<file path="src/rtl/rilp_pkg.sv">
`timescale 1ns / 1ps

package rilp_pkg;

    localparam int VALUE_W = 31;
    localparam int ACC_EXT_W = 36;

    localparam logic [7:0] CHAR_UNDERSCORE = 8'h5F;
    localparam logic [7:0] CHAR_ZERO = 8'h30;
    localparam logic [7:0] CHAR_NINE = 8'h39;
    localparam logic [7:0] CHAR_LOWER_A = 8'h61;
    localparam logic [7:0] CHAR_LOWER_F = 8'h66;
    localparam logic [7:0] CHAR_UPPER_A = 8'h41;
    localparam logic [7:0] CHAR_UPPER_F = 8'h46;

    localparam logic [2:0] KIND_PLAIN_DEC = 3'd0;
    localparam logic [2:0] KIND_BIN = 3'd1;
    localparam logic [2:0] KIND_OCT = 3'd2;
    localparam logic [2:0] KIND_PREFIX_DEC = 3'd3;
    localparam logic [2:0] KIND_HEX = 3'd4;

    localparam logic [4:0] DEC_RADIX = 5'd10;

    localparam logic [ACC_EXT_W-1:0] VALUE_MAX = ACC_EXT_W'(32'h7FFF_FFFF);

    // one accepted input item
    typedef struct packed {
        logic [7:0] char_code;
        logic [2:0] kind;
        logic       last;
    } item_t;

    // per-literal parse state
    typedef struct packed {
        logic [VALUE_W-1:0] acc;
        logic [1:0]         pos;
        logic               err;
    } parse_state_t;

endpackage

</file>
<file path="src/rtl/rilp_step.sv">
`timescale 1ns / 1ps

module rilp_step
(
    input  rilp_pkg::item_t        item,
    input  rilp_pkg::parse_state_t state_cur,
    output rilp_pkg::parse_state_t state_new
);

    logic [4:0]                        radix;
    logic                              prefixed;
    logic [4:0]                        digit;
    logic                              is_digit;
    logic                              use_char;
    logic [rilp_pkg::ACC_EXT_W-1:0]    acc_ext;
    logic [rilp_pkg::ACC_EXT_W-1:0]    scaled;
    logic [rilp_pkg::ACC_EXT_W-1:0]    sum;

    always_comb
    begin
        case (item.kind)
            rilp_pkg::KIND_BIN: radix = 5'd2;
            rilp_pkg::KIND_OCT: radix = 5'd8;
            rilp_pkg::KIND_HEX: radix = 5'd16;
            default:            radix = rilp_pkg::DEC_RADIX;
        endcase
    end

    assign prefixed = (item.kind >= rilp_pkg::KIND_BIN) && (item.kind <= rilp_pkg::KIND_HEX);

    // digit decode, letters only count in hex
    always_comb
    begin
        digit = 5'd0;
        is_digit = 1'b0;
        if (item.char_code >= rilp_pkg::CHAR_ZERO && item.char_code <= rilp_pkg::CHAR_NINE)
        begin
            digit = 5'(item.char_code - rilp_pkg::CHAR_ZERO);
            is_digit = 1'b1;
        end
        else if (item.kind == rilp_pkg::KIND_HEX && item.char_code >= rilp_pkg::CHAR_LOWER_A
                 && item.char_code <= rilp_pkg::CHAR_LOWER_F)
        begin
            digit = 5'(item.char_code - rilp_pkg::CHAR_LOWER_A) + 5'd10;
            is_digit = 1'b1;
        end
        else if (item.kind == rilp_pkg::KIND_HEX && item.char_code >= rilp_pkg::CHAR_UPPER_A
                 && item.char_code <= rilp_pkg::CHAR_UPPER_F)
        begin
            digit = 5'(item.char_code - rilp_pkg::CHAR_UPPER_A) + 5'd10;
            is_digit = 1'b1;
        end
        if (digit >= radix)
        begin
            is_digit = 1'b0;
        end
    end

    // radix multiply as shifts, times ten is times eight plus times two
    assign acc_ext = rilp_pkg::ACC_EXT_W'(state_cur.acc);

    always_comb
    begin
        case (item.kind)
            rilp_pkg::KIND_BIN: scaled = acc_ext << 1;
            rilp_pkg::KIND_OCT: scaled = acc_ext << 3;
            rilp_pkg::KIND_HEX: scaled = acc_ext << 4;
            default:            scaled = (acc_ext << 3) + (acc_ext << 1);
        endcase
    end

    assign sum = scaled + rilp_pkg::ACC_EXT_W'(digit);

    assign use_char = !(prefixed && state_cur.pos < 2'd2)
                      && (item.char_code != rilp_pkg::CHAR_UNDERSCORE)
                      && !state_cur.err && is_digit;

    always_comb
    begin
        state_new = state_cur;
        if (state_cur.pos < 2'd2)
        begin
            state_new.pos = state_cur.pos + 2'd1;
        end
        if (use_char)
        begin
            if (sum > rilp_pkg::VALUE_MAX)
            begin
                state_new.err = 1'b1;
            end
            else
            begin
                state_new.acc = sum[rilp_pkg::VALUE_W-1:0];
            end
        end
    end

endmodule

</file>
<file path="src/rtl/radix_integer_literal_parser_core.sv">
`timescale 1ns / 1ps

// radix integer literal parser
//
// item channel: item_valid / item_stall carry one character of a literal per item,
// with its radix kind and a last marker. prefixed kinds skip their first two
// characters; underscores and characters that are not digits of the radix are skipped
// result channel: result_valid / result_stall carry one result per literal, sent for
// the item marked last: the value, or zero with overflow set if the value ever went
// past the int32 maximum
//
// an item goes into an input register, the digit step (shift-add multiply by the
// radix, add, compare) runs combinationally from there into the state and result
// registers. a result turns valid in the result register as its last item leaves
// the input register. throughput is one item per cycle, held only when a last
// item finds the result register full and stalled; other items still flow then
//
// reset clears the parse state and both valid flags. while result_stall is high the
// result holds steady; item_stall rises only when the input register cannot move

module radix_integer_literal_parser_core
(
    input  logic                          clk,
    input  logic                          rst_n,
    input  logic                          item_valid,
    output logic                          item_stall,
    input  logic [7:0]                    char_code,
    input  logic [2:0]                    kind,
    input  logic                          last,
    output logic                          result_valid,
    input  logic                          result_stall,
    output logic [rilp_pkg::VALUE_W-1:0]  value,
    output logic                          overflow
);

    // input register
    logic                   in_vld_reg;
    logic                   in_vld_next;
    rilp_pkg::item_t        in_item_reg;

    // parse state
    rilp_pkg::parse_state_t state_reg;
    rilp_pkg::parse_state_t state_next;
    rilp_pkg::parse_state_t state_step;

    // result register
    logic                   out_vld_reg;
    logic                   out_vld_next;
    logic [rilp_pkg::VALUE_W-1:0] value_reg;
    logic                   overflow_reg;

    logic                   out_free;
    logic                   advance;
    logic                   take_in;

    rilp_step u_step
    (
        .item      (in_item_reg),
        .state_cur (state_reg),
        .state_new (state_step)
    );

    // result slot frees when empty or being taken this edge
    assign out_free = !out_vld_reg || !result_stall;
    // only a last item needs the result slot
    assign advance = in_vld_reg && (!in_item_reg.last || out_free);
    assign item_stall = in_vld_reg && !advance;
    assign take_in = item_valid && !item_stall;

    always_comb
    begin
        in_vld_next = in_vld_reg;
        if (take_in)
        begin
            in_vld_next = 1'b1;
        end
        else if (advance)
        begin
            in_vld_next = 1'b0;
        end
    end

    always_comb
    begin
        state_next = state_reg;
        if (advance)
        begin
            if (in_item_reg.last)
            begin
                // literal done, back to reset state
                state_next = '0;
            end
            else
            begin
                state_next = state_step;
            end
        end
    end

    always_comb
    begin
        out_vld_next = out_vld_reg;
        if (advance && in_item_reg.last)
        begin
            out_vld_next = 1'b1;
        end
        else if (out_vld_reg && !result_stall)
        begin
            out_vld_next = 1'b0;
        end
    end

    always_ff @(posedge clk or negedge rst_n)
    begin
        if (!rst_n)
        begin
            in_vld_reg  <= 1'b0;
            out_vld_reg <= 1'b0;
            state_reg   <= '0;
        end
        else
        begin
            in_vld_reg  <= in_vld_next;
            out_vld_reg <= out_vld_next;
            state_reg   <= state_next;
        end
    end

    // payload registers
    always_ff @(posedge clk)
    begin
        if (take_in)
        begin
            in_item_reg.char_code <= char_code;
            in_item_reg.kind      <= kind;
            in_item_reg.last      <= last;
        end
        if (advance && in_item_reg.last)
        begin
            value_reg    <= state_step.err ? '0 : state_step.acc;
            overflow_reg <= state_step.err;
        end
    end

    assign result_valid = out_vld_reg;
    assign value        = value_reg;
    assign overflow     = overflow_reg;

endmodule

</file>
<file path="config.mk">
export PLATFORM = sky130hd
export DESIGN_NAME = radix_integer_literal_parser_core
export DESIGN_NICKNAME = d
export VERILOG_FILES = /design/src/rtl/rilp_pkg.sv /design/src/rtl/rilp_step.sv /design/src/rtl/radix_integer_literal_parser_core.sv
export SDC_FILE = /design/constraint.sdc
export NUM_CORES = 1
export LEC_CHECK = 0
export BUFFER_PORTS_ARGS = -buffer_cell sky130_fd_sc_hd__buf_2
export CAP_MARGIN = 20
export CORE_ASPECT_RATIO = 1.1
export CORE_MARGIN = 1.5
export CORE_UTILIZATION = 40
export CTS_BUF_LIST = sky130_fd_sc_hd__clkbuf_16
export DETAILED_ROUTE_END_ITERATION = 10
export GPL_TIMING_DRIVEN = 0
export HOLD_SLACK_MARGIN = 0.03
export PLACE_DENSITY = 0.56
export REMOVE_ABC_BUFFERS = 1
export SETUP_SLACK_MARGIN = 0.2
export SLEW_MARGIN = 20
export SYNTH_ARGS = -nofsm -noshare
export SYNTH_HDL_FRONTEND = slang
export SYNTH_SLANG_ARGS = --single-unit
</file>
<file path="constraint.sdc">
create_clock -name clk -period 10.6 [get_ports clk]
set_input_delay 2.65 -clock clk [delete_from_list [all_inputs] [get_ports clk]]
set_output_delay 2.65 -clock clk [all_outputs]
set_load 0.01 [all_outputs]
</file>
# Word level (Yosys, flattened, before mapping)
# Cells that the tools add are included.
dict set report op_classes {
  add_sub_neg 8
  order_cmp 11
  eq_ne 4
  n_mux 19
  reduce_logical 28
}
# op count
set ops {}
lappend ops {{$pmux W36 S3} 1}
lappend ops {{$mux W31} 2}
lappend ops {{$add A36 B5 Y36} 1}
lappend ops {{$gt A36 B31 Y1 const B} 1}
lappend ops {{$add A34 B32 Y35} 1}
lappend ops {{$mux W34} 1}
lappend ops {{$ge A8 B7 Y1 const B} 2}
lappend ops {{$le A8 B7 Y1 const B} 2}
lappend ops {{$logic_and A1 B1 Y1} 15}
lappend ops {{$mux W5} 3}
lappend ops {{$pmux W5 S3} 1}
lappend ops {{$add A5 B4 Y5 const B} 2}
lappend ops {{$mux W1} 10}
lappend ops {{$sub A5 B1 Y5 const B} 2}
lappend ops {{$ge A8 B6 Y1 const B} 1}
lappend ops {{$le A8 B6 Y1 const B} 1}
lappend ops {{$ne A8 B7 Y1 const B} 1}
lappend ops {{$logic_not A1 Y1} 7}
lappend ops {{$reduce_bool A2 Y1} 3}
lappend ops {{$ge A5 B5 Y1} 1}
lappend ops {{$sub A5 B5 Y5 const B} 1}
lappend ops {{$eq A3 B1 Y1 const B} 1}
lappend ops {{$eq A3 B2 Y1 const B} 1}
lappend ops {{$eq A3 B3 Y1 const B} 1}
lappend ops {{other kinds (7)} 8}
dict set report totals {
  ff_bits 80
  in_bits 16
  output_inout_bits 34
  wordCells 80
}

# Depth between registers and ports, before layout
# Gate-level depths: netlist of the first run.
dict set report logic_depth {
  depth_word 11
  depth_mapped 21
  mapped_depth_nobuf 18
}

# Cells and area by module
# A second synthesis of the first run with hierarchy kept.
dict set report hier_totals {
  hier_cells 943
  hier_area_um2 8025.2
}
# module instances cells_each area_each_um2
set by_module_without_submodules {}
lappend by_module_without_submodules {rilp_step 1 661 4503.1}
lappend by_module_without_submodules {radix_integer_literal_parser_core 1 282 3522.1}

# Worst setup path before layout of the first run
# Ideal clock, no wire load.
dict set report synth_path {
  path_type {input to output}
  startpoint {in result_stall}
  endpoint {out item_stall}
  arrival_ns 2.865
  required_time_ns 7.950
  path_slack_ns 5.085
  path_stages 2
  path_buffers 0
  path_cell_list {nand4_1 -> inv_1}
}
dict set report synth_via {
  elab_chain_len 6
}
# element line
set synth_lines {}
lappend synth_lines {{start, declared} radix_integer_literal_parser_core.sv:31} ;# input logic result_stall,
lappend synth_lines {{$logic_not A1 Y1} radix_integer_literal_parser_core.sv:64} ;# assign out_free = !out_vld_reg || !result_stall;
lappend synth_lines {{$logic_or A1 B1 Y1} radix_integer_literal_parser_core.sv:64}
lappend synth_lines {{$logic_or A1 B1 Y1} radix_integer_literal_parser_core.sv:66} ;# assign advance = in_vld_reg && (!in_item_reg.last || out_free);
lappend synth_lines {{$logic_and A1 B1 Y1} radix_integer_literal_parser_core.sv:66}
lappend synth_lines {{$logic_not A1 Y1} radix_integer_literal_parser_core.sv:67} ;# assign item_stall = in_vld_reg && !advance;
lappend synth_lines {{$logic_and A1 B1 Y1} radix_integer_literal_parser_core.sv:67}
lappend synth_lines {{end, declared} radix_integer_literal_parser_core.sv:26} ;# output logic item_stall,
# Every way passes these cells.

# Final worst setup path of the first run
dict set report layout_path {
  startpoint {reg in_item_reg[2] in the netlist's numbering}
  endpoint {reg state_reg[32] in the netlist's numbering}
}
dict set report layout_via {
  elab_chain_len 11
  word_cells_on_any_way 30
  cone_classes {add/sub: 1; order compare: 4; eq/ne: 3; mux: 12; reduce/logical: 10}
}
# element line
set layout_lines {}
lappend layout_lines {{start, declared} radix_integer_literal_parser_core.sv:39} ;# rilp_pkg::item_t in_item_reg;
lappend layout_lines {{$eq A3 B3 Y1} --}
lappend layout_lines {{$logic_and A1 B1 Y1} rilp_step.sv:47} ;# else if (item.kind == rilp_pkg::KIND_HEX && item.char_code >= rilp_pkg::CHAR_UPPER_A
lappend layout_lines {{$logic_and A1 B1 Y1} rilp_step.sv:48} ;# && item.char_code <= rilp_pkg::CHAR_UPPER_F)
lappend layout_lines {{$mux W5} rilp_step.sv:47}
lappend layout_lines {{$mux W5} rilp_step.sv:41} ;# else if (item.kind == rilp_pkg::KIND_HEX && item.char_code >= rilp_pkg::CHAR_LOWER_A
lappend layout_lines {{$mux W5} rilp_step.sv:36} ;# if (item.char_code >= rilp_pkg::CHAR_ZERO && item.char_code <= rilp_pkg::CHAR_NINE)
lappend layout_lines {{$add A36 B5 Y36 or $ge A5 B5 Y1 (tied branches)} {rilp_step.sv:72, rilp_step.sv:53}}
lappend layout_lines {{$gt A36 B31 Y1 or $mux W1 (tied branches)} {rilp_step.sv:87, rilp_step.sv:53}}
lappend layout_lines {{$mux W31 or $logic_and A1 B1 Y1 (tied branches)} {rilp_step.sv:87, rilp_step.sv:76}}
lappend layout_lines {{$mux W31 *} rilp_step.sv:85} ;# if (use_char)
lappend layout_lines {{$mux W34 *} radix_integer_literal_parser_core.sv:88} ;# if (in_item_reg.last)
lappend layout_lines {{end signal, assigned} radix_integer_literal_parser_core.sv:125} ;# state_reg <= state_next;
lappend layout_lines {{end, declared} radix_integer_literal_parser_core.sv:42} ;# rilp_pkg::parse_state_t state_reg;
# Every way passes the cells marked *; elsewhere a longest branch is shown, timed or not.
# A chain may end at the register's enable or synchronous reset.

==> run metrics, run 1 <==
leading cell types by count after synthesis nand2_1 (127), a21oi_1 (79), nor2_1 (62); std cell rows 51; input/output buffers just under 50; sequential share of power between 40% and 50%; sequential cell area in the final layout 2220 um^2; required time at the endpoint of the critical path between 10 and 15 ns; Buffers & Inverters on Critical Path 2; mean routed wirelength per cell around 19 um; clock period minus worst slack 6.08 ns; effective utilization at floorplan approximately 40%; count of pins on the block boundary 50; height of the chip 144 um; hold buffer count at cts 0; most common cell in the synthesized netlist nand2_1; share of post-route cells with drive strength above 1 between 10% and 20%; H-tree levels 3; IR drop worst, VDD approximately 90 uV; share of the clock period used by the worst path after layout 57.4%; share of total power in combinational logic between 10 and 15%; number of flip-flops under the largest register name 34; Multi-input gate area about 4700 um^2; count of final hold-check violations 0; share of async-settable or async-resettable flops after synthesis 45.0%; final core utilization around 45%; placed wire-length estimate between 15 and 20 mm; number of filler cells placed in the layout between 1500 and 2000; pin count of the biggest net entering global routing 37; clock sink count 80; critical path class register to register; CP Launch Type register; die outline area 19000 um^2; Seq/Total Area, Yosys ~31%; number of antenna violations at the first check in global routing 0; Worst Hold Path Cells 2; insertion delay of the later-clocked pin in the worst-skew pair about 0.36 ns; Final setup viols 0; Initial DRC Count between 400 and 500; total via count in the routed design roughly 6800; status complete, no violations; Net count, final 950; launch instance of the worst register-to-register path in_item_reg[2]; number of flops mapped to enable cells by yosys 44; most used cell, CP buf_8; maximum count of clock buffers along a single path 2; Synth top area share a little under a fifth; TritonCTS clock tree built; leakage power 3.02 nW; post-synth cell types 85; list of cells traversed by the critical path buf_8 > buf_8 > or3b_4 > o21a_1 > a221o_1 > ha_1 > o2111a_1 > a311oi_1 > nor4b_2 > and2_4 > nand4_1 > and4b_1 > o21ai_4 > nand2b_2 > o22ai_1; synth top area cells edfxtp_1 (18%), dfrtp_1 (12%), nand2_1 (6.6%); critical-path cell with the highest stage delay o21ai_4; DRT antenna net count 0; Placed Area around 7700 um^2; weighted congestion at the end of routability-driven global placement 0.895; number of gates given a new drive strength after cts 0; highest net fanout along the worst path 34; R2R Setup Slk 4.52 ns; Synth area leader edfxtp_1; number of remaining DRC errors 0; achievable clock frequency approximately 160 MHz; power density cells 96.3 nW/um^2; Inserted Clock Buffers 9; netlist area before placement 7260 um^2; floorplan die width 131 um; overall fraction of global-route tracks in use between 20% and 30%; Sw Pwr between 0.2 and 0.25 mW; cell area after layout ~8000 um^2; sum of internal, switching and leakage power between 0.7 and 0.8 mW; number of diodes added for antenna fixing 0; worst rel slew slack roughly a quarter; delay of the slowest cell on the worst path 0.80 ns; hold path startpoint state_reg[1]; classification of the worst-slack hold path register to register; clock network fraction of design power a little over two fifths; clock input transition at the sequential cells of the worst setup and hold paths ~0.07 ns; design internal power between 0.5 and 0.6 mW; length in cells of the worst reg-to-reg path 15; vias per cell approximately 6; sum of overflow across all layers after global routing 0; area of the core 17700 um^2; synthesized area per cell 8.24 um^2; routed wire length around 22 mm; wire length of the first global-routing pass ~34 mm; total iterations of the first detailed-routing run 5; vias in the first global route around 6300; slew at the pin closest to its max-slew limit 1.11 ns; count of max-cap constraint violations 0; Root Driver clkbuf_16; CP arrival between 6 and 7 ns; Net Sw Frac 28.2%; setup repair after global routing missed its margin no; Setup crit end kind register; worst flop-to-flop path endpoint state_reg[32]; dominant delay contributor by cell family on the critical path compound AO/OA/AOI/OAI gates; Final Skew about 0.0096 ns; Post-Route Setup TNS 0 ns; number of setup buffers added after CTS 0; Synth Flop Type edfxtp_1; yosys synthesis warning count 0; number of flip-flops and latches in the synthesized netlist 80; Hold Crit Endpoint state_reg[1]; area overhead of the layout relative to synthesis 10.9%; final max-slew violation count 0; gate count of the mapped netlist between 800 and 900
==> cells in the final DEF, fill, tap and decap left out, types with 8 or more instances in the layout <==
master and instances:
a21o_1 9, a21oi_1 79, clkbuf_16 9, dfrtp_1 35, nor2_1 62, o21a_1 10
nor3_1 22, inv_1 17, or3_1 29, a31oi_1 8, nor2b_1 12, edfxtp_1 44
nand4_1 13, ha_1 38, nand2_1 127, a22oi_1 23, xnor2_1 25, o22ai_1 30
xor2_1 20, buf_2 49, o21ai_0 51, nand3_1 14
==> layer usage <==
metal	track usage, %	wire [um]
met5	0	0
met4	7.84	372
met3	3.08	877
met2	39.1	10500
met1	30.2	10300
==> stage by stage <==
| stage | std cells | worst slack [ns] | hold slack [ns] |
|---|---|---|---|
| floorplan | 824 | 4.69 | 0.492 |
| global placement | 1111 | 1.05 | 0.527 |
| detailed placement | 1121 | 4.54 | 0.536 |
| CTS | 1137 | 4.55 | 0.552 |
| global route | 1137 | 4.30 | 0.606 |
| finish | 1137 | 4.52 | 0.552 |
==> cells by family (layout without fill, tap and decap cells) <==
kind of cell	after synthesis	in the layout	share of synthesized area (%)
muxes	4	4	0.604
DFF	80	80	30.6
buffers and inverters	75	93	5.09
adders and majority gates	41	41	7.24
and+or+nand+nor	342	342	23.8
AOI/OAI and AO/OA	294	294	27.2
xor gates and xnor gates	45	45	5.43
==> cell type report <==
cell class	count	area share, %
clock inverters	7	0.964
well taps	238	3.70
flip-flops and latches	80	27.6
clock buffers	9	2.80
repair buffers	59	5.54
multi-input cells	726	58.5
inverters	18	0.840
==> power by group through the flow <==
stage | clock network, mW | registers (mW) | logic (mW)
floorplan | 0 | 0.362 | 0.0438
global placement | 0 | 0.364 | 0.0766
detailed placement | 0 | 0.361 | 0.0891
CTS | 0.338 | 0.355 | 0.0892
global route | 0.347 | 0.357 | 0.0967
finish | 0.330 | 0.355 | 0.0892
==> worst reg2reg max path: cells and delay by family, from the launching register on <==
kind / cells / cell delay [ns]
adder cells (fa/ha/maj): 1 / 0.34
AND/OR/NAND/NOR: 6 / 2.00
AO/OA/AOI/OAI: 6 / 2.73
flip-flops: 1 / 0.44
buffers and inverters: 2 / 0.39
==> worst max-delay path by stage <==
stage | start | end | slack (ns) | cells past startpoint
finish | in_item_reg[2] | state_reg[32] | 4.52 | 15
global route | in_item_reg[4] | state_reg[32] | 4.30 | 17
CTS | in_item_reg[2] | state_reg[32] | 4.55 | 15
detailed placement | in_item_reg[2] | state_reg[32] | 4.54 | 15
global placement | in_item_reg[2] | state_reg[15] | 1.05 | 12
floorplan | in_item_reg[2] | state_reg[32] | 4.69 | 14
No activity file was read; power rests on OpenSTA's default activity.
==> run 2, diff against run 1 <==
==> constraint.sdc (replaced) <==
create_clock -name clk -period 6 [get_ports clk]
set_input_delay 1.5 -clock clk [delete_from_list [all_inputs] [get_ports clk]]
set_output_delay 1.5 -clock clk [all_outputs]
set_load 0.01 [all_outputs]
==> run 2 against run 1 <==
Net effect:
- sequential power is 77% higher
- critical path type unchanged
- largest cell class unchanged
- utilization is 0.31 points higher
- hold slack better by 0.0035 ns
- critical endpoint is now value[21]
- clock skew is 0.00090 ns lower
==> run metrics, run 2 (synthesized netlist as in run 1, its figures left out) <==
most common cell after layout, fill and taps aside nand2_1; total via count in the routed design 6823 (+0.31%); std cell rows 51 (unchanged); count of pins on the block boundary 50 (unchanged); required time at the endpoint of the critical path 6.08 ns (-4.72 ns); Setup crit end kind register; die outline area 19000 um^2 (unchanged); highest net fanout along the worst path 19 (-44%); final max-slew violation count 0 (unchanged); Buffers & Inverters on Critical Path 0 (-2); Root Driver clkbuf_16; number of antenna violations at the first check in global routing 0 (unchanged); routed wire length 22.5 mm (+2.3%); number of filler cells placed in the layout 1800 (-0.22%); vias per cell 5.98 (about the same); status complete, no violations; area overhead of the layout relative to synthesis 11.6%; critical-path cell with the highest stage delay o21ai_2; critical path class register to register; maximum count of clock buffers along a single path 2 (unchanged); clock period minus worst slack 5.60 ns (-0.483 ns); delay of the slowest cell on the worst path 0.87 ns (+0.07 ns); input/output buffers 49 (unchanged); Inserted Clock Buffers 9 (unchanged); CP arrival 5.67 ns (-0.62 ns); height of the chip 144 um (unchanged); vias in the first global route 6338 (+0.70%); setup repair after global routing missed its margin no; share of total power in combinational logic 11.9% (+0.4 points); Fin Hold WS 0.555 ns (+0.00348 ns); global routing's busiest layer met2; sum of overflow across all layers after global routing 0 (unchanged); dominant delay contributor by cell family on the critical path simple AND/OR/NAND/NOR gates; number of remaining DRC errors 0 (unchanged); area of the core 17700 um^2 (unchanged); wire length of the first global-routing pass 34.8 mm (+1.4%); Net count, final 954 (+0.42%); commonest non-fill, non-tap cells in the layout nand2_1 (127), a21oi_1 (79), nor2_1 (62); total iterations of the first detailed-routing run 6 (+1); global routing usage on met1 30.7% (+0.48 points); share of the clock period used by the worst path after layout 93.3% (+36 points); count of max-cap constraint violations 0 (unchanged); Final setup viols 0 (unchanged); achievable clock frequency 179 MHz (+8.6%); clock sink count 80 (unchanged); power density cells 170 nW/um^2 (+76%); effective utilization at floorplan 40.9% (unchanged); overall fraction of global-route tracks in use 23.4% (+0.45 points); count of final hold-check violations 0 (unchanged); Post-Route Setup TNS 0 ns (unchanged); Final Skew 0.00868 ns (-0.000904 ns); Initial DRC Count 496 (+0.40%); mean routed wirelength per cell 19.7 um (+1.9%); met2 demand-to-capacity share in global routing 39.5% (+0.44 points); worst rel slew slack 27.8% (+2.0 points); share of post-route cells with drive strength above 1 12.7% (+0.61 points); slew at the pin closest to its max-slew limit 1.08 ns (-0.0301 ns); clock input transition at the sequential cells of the worst setup and hold paths 0.07 ns (about the same); hold buffer count at cts 0 (unchanged); design internal power 0.985 mW (+77%); TritonCTS clock tree built; floorplan die width 131 um (unchanged); list of cells traversed by the critical path xnor2_1 > o21a_1 > a222oi_1 > or4b_4 > nor3_2 > nand3_1 > nand3b_4 > and4b_1 > o21ai_2 > or3_1 > a21oi_1; DRT antenna net count 0 (unchanged); placed wire-length estimate 15.7 mm (unchanged); IR drop worst, VDD 159 uV (+76%); CP Launch Type register; clock network fraction of design power 42.5% (about the same); Net Sw Frac 28.4% (+0.19 points); Sw Pwr 0.391 mW (+79%); H-tree levels 3 (unchanged); pin count of the biggest net entering global routing 37 (unchanged); fraction of met3 tracks used by global routing 3.15% (+0.070 points); number of flip-flops under the largest register name 34 (unchanged); classification of the worst-slack hold path register to register; sequential share of power 45.7% (-0.2 points); insertion delay of the later-clocked pin in the worst-skew pair 0.36 ns (about the same); number of diodes added for antenna fixing 0 (unchanged); weighted congestion at the end of routability-driven global placement 0.895 (unchanged); leakage power 3.04 nW (+0.71%)
-- run 2: cell type report --
class / count / area, um^2 / share of cell area, %
Clock inverter: 7 / 77.6 / 0.958
Sequential cell: 80 / 2220 / 27.4
Tap cell: 238 / 298 / 3.68
Clock buffer: 9 / 225 / 2.78
Multi-Input combinational cell: 727 / 4740 / 58.5
Inverter: 18 / 67.6 / 0.834
Timing Repair Buffer: 62 / 468 / 5.78
-- run 2: per-stage QoR --
stage	setup slack (ns)	area [um^2]	utilization, %	std cells	power [mW]
after floorplan	0.0932	6950	-	824	0.717
after global placement	-3.55	7500	42.3	1111	0.778
after detailed placement	-0.0571	7740	43.6	1121	0.796
after CTS	0.193	8070	45.5	1138	1.38
after global routing	0.209	8100	45.7	1141	1.42
final	0.402	8100	45.7	1141	1.38
-- run 2: path summary, 6_finish.rpt --
| path | start | to | slack [ns] | cells past startpoint |
|---|---|---|---|---|
| min in group asynchronous | rst_n | state_reg[32] | 1.31 | 1 |
| hold reg to reg | state_reg[1] | state_reg[1] | 0.56 | 2 |
| max in group asynchronous | rst_n | state_reg[0] | 4.01 | 1 |
| setup / recovery | in_item_reg[1] | value[21] | 0.40 | 11 |
| hold / removal | state_reg[1] | state_reg[1] | 0.56 | 2 |
| setup reg to reg | in_item_reg[1] | value[21] | 0.40 | 11 |
-- run 2: power groups by stage --
stage                     sequential [mW]  combinational, mW  clock [mW]
after floorplan                     0.639             0.0774           0
after global placement              0.642              0.135           0
after detailed placement            0.639              0.157           0
after CTS                           0.628              0.160       0.597
after global routing                0.631              0.176       0.614
final                               0.628              0.163       0.584
-- run 2: worst min-delay path: cells and delay by family (launching register included) --
family	cells	cell delay (ns)
compound gates	1	0.06
flops	1	0.40
simple gates	1	0.06
-- run 2: repair_timing --
| item | CTS | global route |
|---|---|---|
| setup endpoints to repair | 26 | 30 |
| pin swaps | 1 | 1 |
| gates resized for setup | 2 | 2 |
| cloned | 1 | 0 |
| hold endpoints to repair | 0 | 0 |
| buffers inserted | 0 | 3 |
-- run 2: per-layer routing --
layer  up-vias  wire length, um
li1       3352                -
met1      3260            10400
met2       185            10700
met3        26              885
met4         0              474
met5         -                0
==> run 3, diff against run 2 <==
--- a/config.mk
+++ b/config.mk
@@ -8,13 +8,12 @@
 export BUFFER_PORTS_ARGS = -buffer_cell sky130_fd_sc_hd__buf_2
 export CAP_MARGIN = 20
 export CORE_ASPECT_RATIO = 1.1
-export CORE_MARGIN = 1.5
-export CORE_UTILIZATION = 40
+export CORE_UTILIZATION = 50
 export CTS_BUF_LIST = sky130_fd_sc_hd__clkbuf_16
 export DETAILED_ROUTE_END_ITERATION = 10
 export GPL_TIMING_DRIVEN = 0
 export HOLD_SLACK_MARGIN = 0.03
-export PLACE_DENSITY = 0.56
+export PLACE_DENSITY = 0.67
 export REMOVE_ABC_BUFFERS = 1
 export SETUP_SLACK_MARGIN = 0.2
 export SLEW_MARGIN = 20
==> run 3 against run 2 <==
Net effect:
- maximum frequency grew 4.4%
- hold slack worse by 0.0012 ns
- critical endpoint is now value[20]
- largest power group unchanged
- die area down 21%
- sequential cell count did not move
- critical path type unchanged
- worst setup slack gained 0.23 ns
==> run metrics, run 3 (synthesized netlist as in run 1, its figures left out) <==
critical path class register to register; vias per cell 6.53 (+9.2%); area overhead of the layout relative to synthesis 9.42%; Post-Route Setup TNS 0 ns (unchanged); sequential share of power 47.3% (+1.6 points); number of flip-flops under the largest register name 34 (unchanged); insertion delay of the later-clocked pin in the worst-skew pair 0.35 ns (about the same); count of max-cap constraint violations 0 (unchanged); die outline area 15000 um^2 (-21%); TritonCTS clock tree built; power density cells 167 nW/um^2 (-1.5%); H-tree levels 3 (unchanged); placed wire-length estimate 15.8 mm (+0.73%); area of the core 14000 um^2 (-21%); number of diodes added for antenna fixing 0 (unchanged); CP arrival 5.51 ns (-0.16 ns); count of pins on the block boundary 50 (unchanged); slew at the pin closest to its max-slew limit 0.953 ns (-0.130 ns); Net Sw Frac 27.8% (-0.55 points); non-filler instance count after layout 1086 (-4.8%); weighted congestion at the end of routability-driven global placement 0.962 (+7.5%); final core utilization 56.9% (+11 points); clock period minus worst slack 5.36 ns (-0.235 ns); Net count, final 949 (-0.52%); required time at the endpoint of the critical path 6.15 ns (+0.07 ns); design internal power 0.958 mW (-2.7%); DP Cell Count 1068 (-4.7%); sum of overflow across all layers after global routing 0 (unchanged); pin count of the biggest net entering global routing 37 (unchanged); total via count in the routed design 7092 (+3.9%); cell area after layout 7940 um^2 (-2.0%); Inserted Clock Buffers 9 (unchanged); maximum count of clock buffers along a single path 2 (unchanged); total iterations of the first detailed-routing run 5 (-1); IR drop worst, VDD 246 uV (+54%); most common cell after layout, fill and taps aside nand2_1; commonest non-fill, non-tap cells in the layout nand2_1 (127), a21oi_1 (79), nor2_1 (62); leakage power 2.99 nW (-1.5%); Placed Area 7590 um^2 (-1.9%); achievable clock frequency 186 MHz (+4.4%); highest net fanout along the worst path 17 (-2); clock network fraction of design power 41.0% (-1.5 points); effective utilization at floorplan 52.0% (+11 points); height of the chip 128 um (-11%); Initial DRC Count 561 (+13%); number of remaining DRC errors 0 (unchanged); number of antenna violations at the first check in global routing 0 (unchanged); Root Driver clkbuf_16; Fin Hold WS 0.554 ns (-0.00115 ns); status complete, no violations; std cell rows 45 (-12%); input/output buffers 49 (unchanged); routed wire length 22.3 mm (-1.0%); share of total power in combinational logic 11.7% (-0.2 points); setup repair after global routing missed its margin no; CP Launch Type register; final max-slew violation count 0 (unchanged); clock sink count 80 (unchanged); classification of the worst-slack hold path register to register; count of final hold-check violations 0 (unchanged); overall fraction of global-route tracks in use 31.5% (+8.0 points); wire length of the first global-routing pass 36.2 mm (+4.0%); Setup crit end kind register; share of post-route cells with drive strength above 1 12.4% (-0.37 points); share of the clock period used by the worst path after layout 89.4% (-3.9 points); clock input transition at the sequential cells of the worst setup and hold paths 0.06 ns (about the same); DRT antenna net count 0 (unchanged); worst rel slew slack 35.9% (+8.1 points); Sw Pwr 0.370 mW (-5.3%); mean routed wirelength per cell 20.5 um (+4.0%); floorplan die width 117 um (-11%); Final setup viols 0 (unchanged); vias in the first global route 6773 (+6.9%); Final Skew 0.0121 ns (+0.00345 ns)
run 3: area by class of cell:
type / count / area, um^2
inverter: 18 / 67.6
timing repair buffer: 57 / 379
multi-input combinational: 727 / 4740
fill: 1359 / 6020
sequential: 80 / 2220
clock inverter: 6 / 41.3
tap: 188 / 235
clock buffer: 10 / 250
run 3: critical path, stage by stage (launching register included):
cell and delay [ns]:
edfxtp_1 0.44, inv_1 0.17, ha_1 0.18, or3b_2 0.45
nand4_1 0.18, nor2_1 0.10, a22o_1 0.23, ha_1 0.23
fa_1 0.44, o2111a_1 0.28, a311oi_2 0.46, nor4b_2 0.14
and2_4 0.23, and3_1 0.21, a31oi_1 0.45, o21ai_4 0.28
or3_1 0.41, a21oi_1 0.27
run 3: metrics by stage:
stage / total power, mW / worst slack (ns)
finish: 1.33 / 0.637
global route: 1.36 / 0.357
CTS: 1.33 / 0.218
detailed placement: 0.789 / 0.224
global placement: 0.771 / -3.02
floorplan: 0.717 / 0.0932
run 3: power groups by stage:
stage	Clock (mW)	Combinational (mW)	Sequential (mW)
after floorplan	0	0.0774	0.639
after global placement	0	0.131	0.640
after detailed placement	0	0.150	0.640
after CTS	0.551	0.152	0.628
after global routing	0.564	0.168	0.632
final	0.544	0.155	0.629
run 3: repair_timing:
item	in CTS	in global routing
pin swaps	2	1
endpoints found under the setup margin	1	48
buffers inserted	0	1
resized for setup	0	5
hold buffers	0	0
gates cloned	1	0
run 3: worst paths after layout:
kind | from | endpoint | slack (ns) | depth (start not counted)
setup reg to reg | in_item_reg[4] | value[20] | 0.64 | 17
hold reg to reg | state_reg[1] | state_reg[1] | 0.55 | 2
min in group asynchronous | rst_n | state_reg[29] | 1.29 | 1
setup / recovery | in_item_reg[4] | value[20] | 0.64 | 17
hold / removal | state_reg[1] | state_reg[1] | 0.55 | 2
max in group asynchronous | rst_n | state_reg[0] | 4.05 | 1
run 3: layer usage:
metal,vias to the layer above,global-route usage [%],share of wire (%)
met5,-,0,0
met4,0,11.8,2.8
met3,46,6.08,7.5
met1,3391,43.7,44
met2,302,48.6,46
li1,3353,-,-
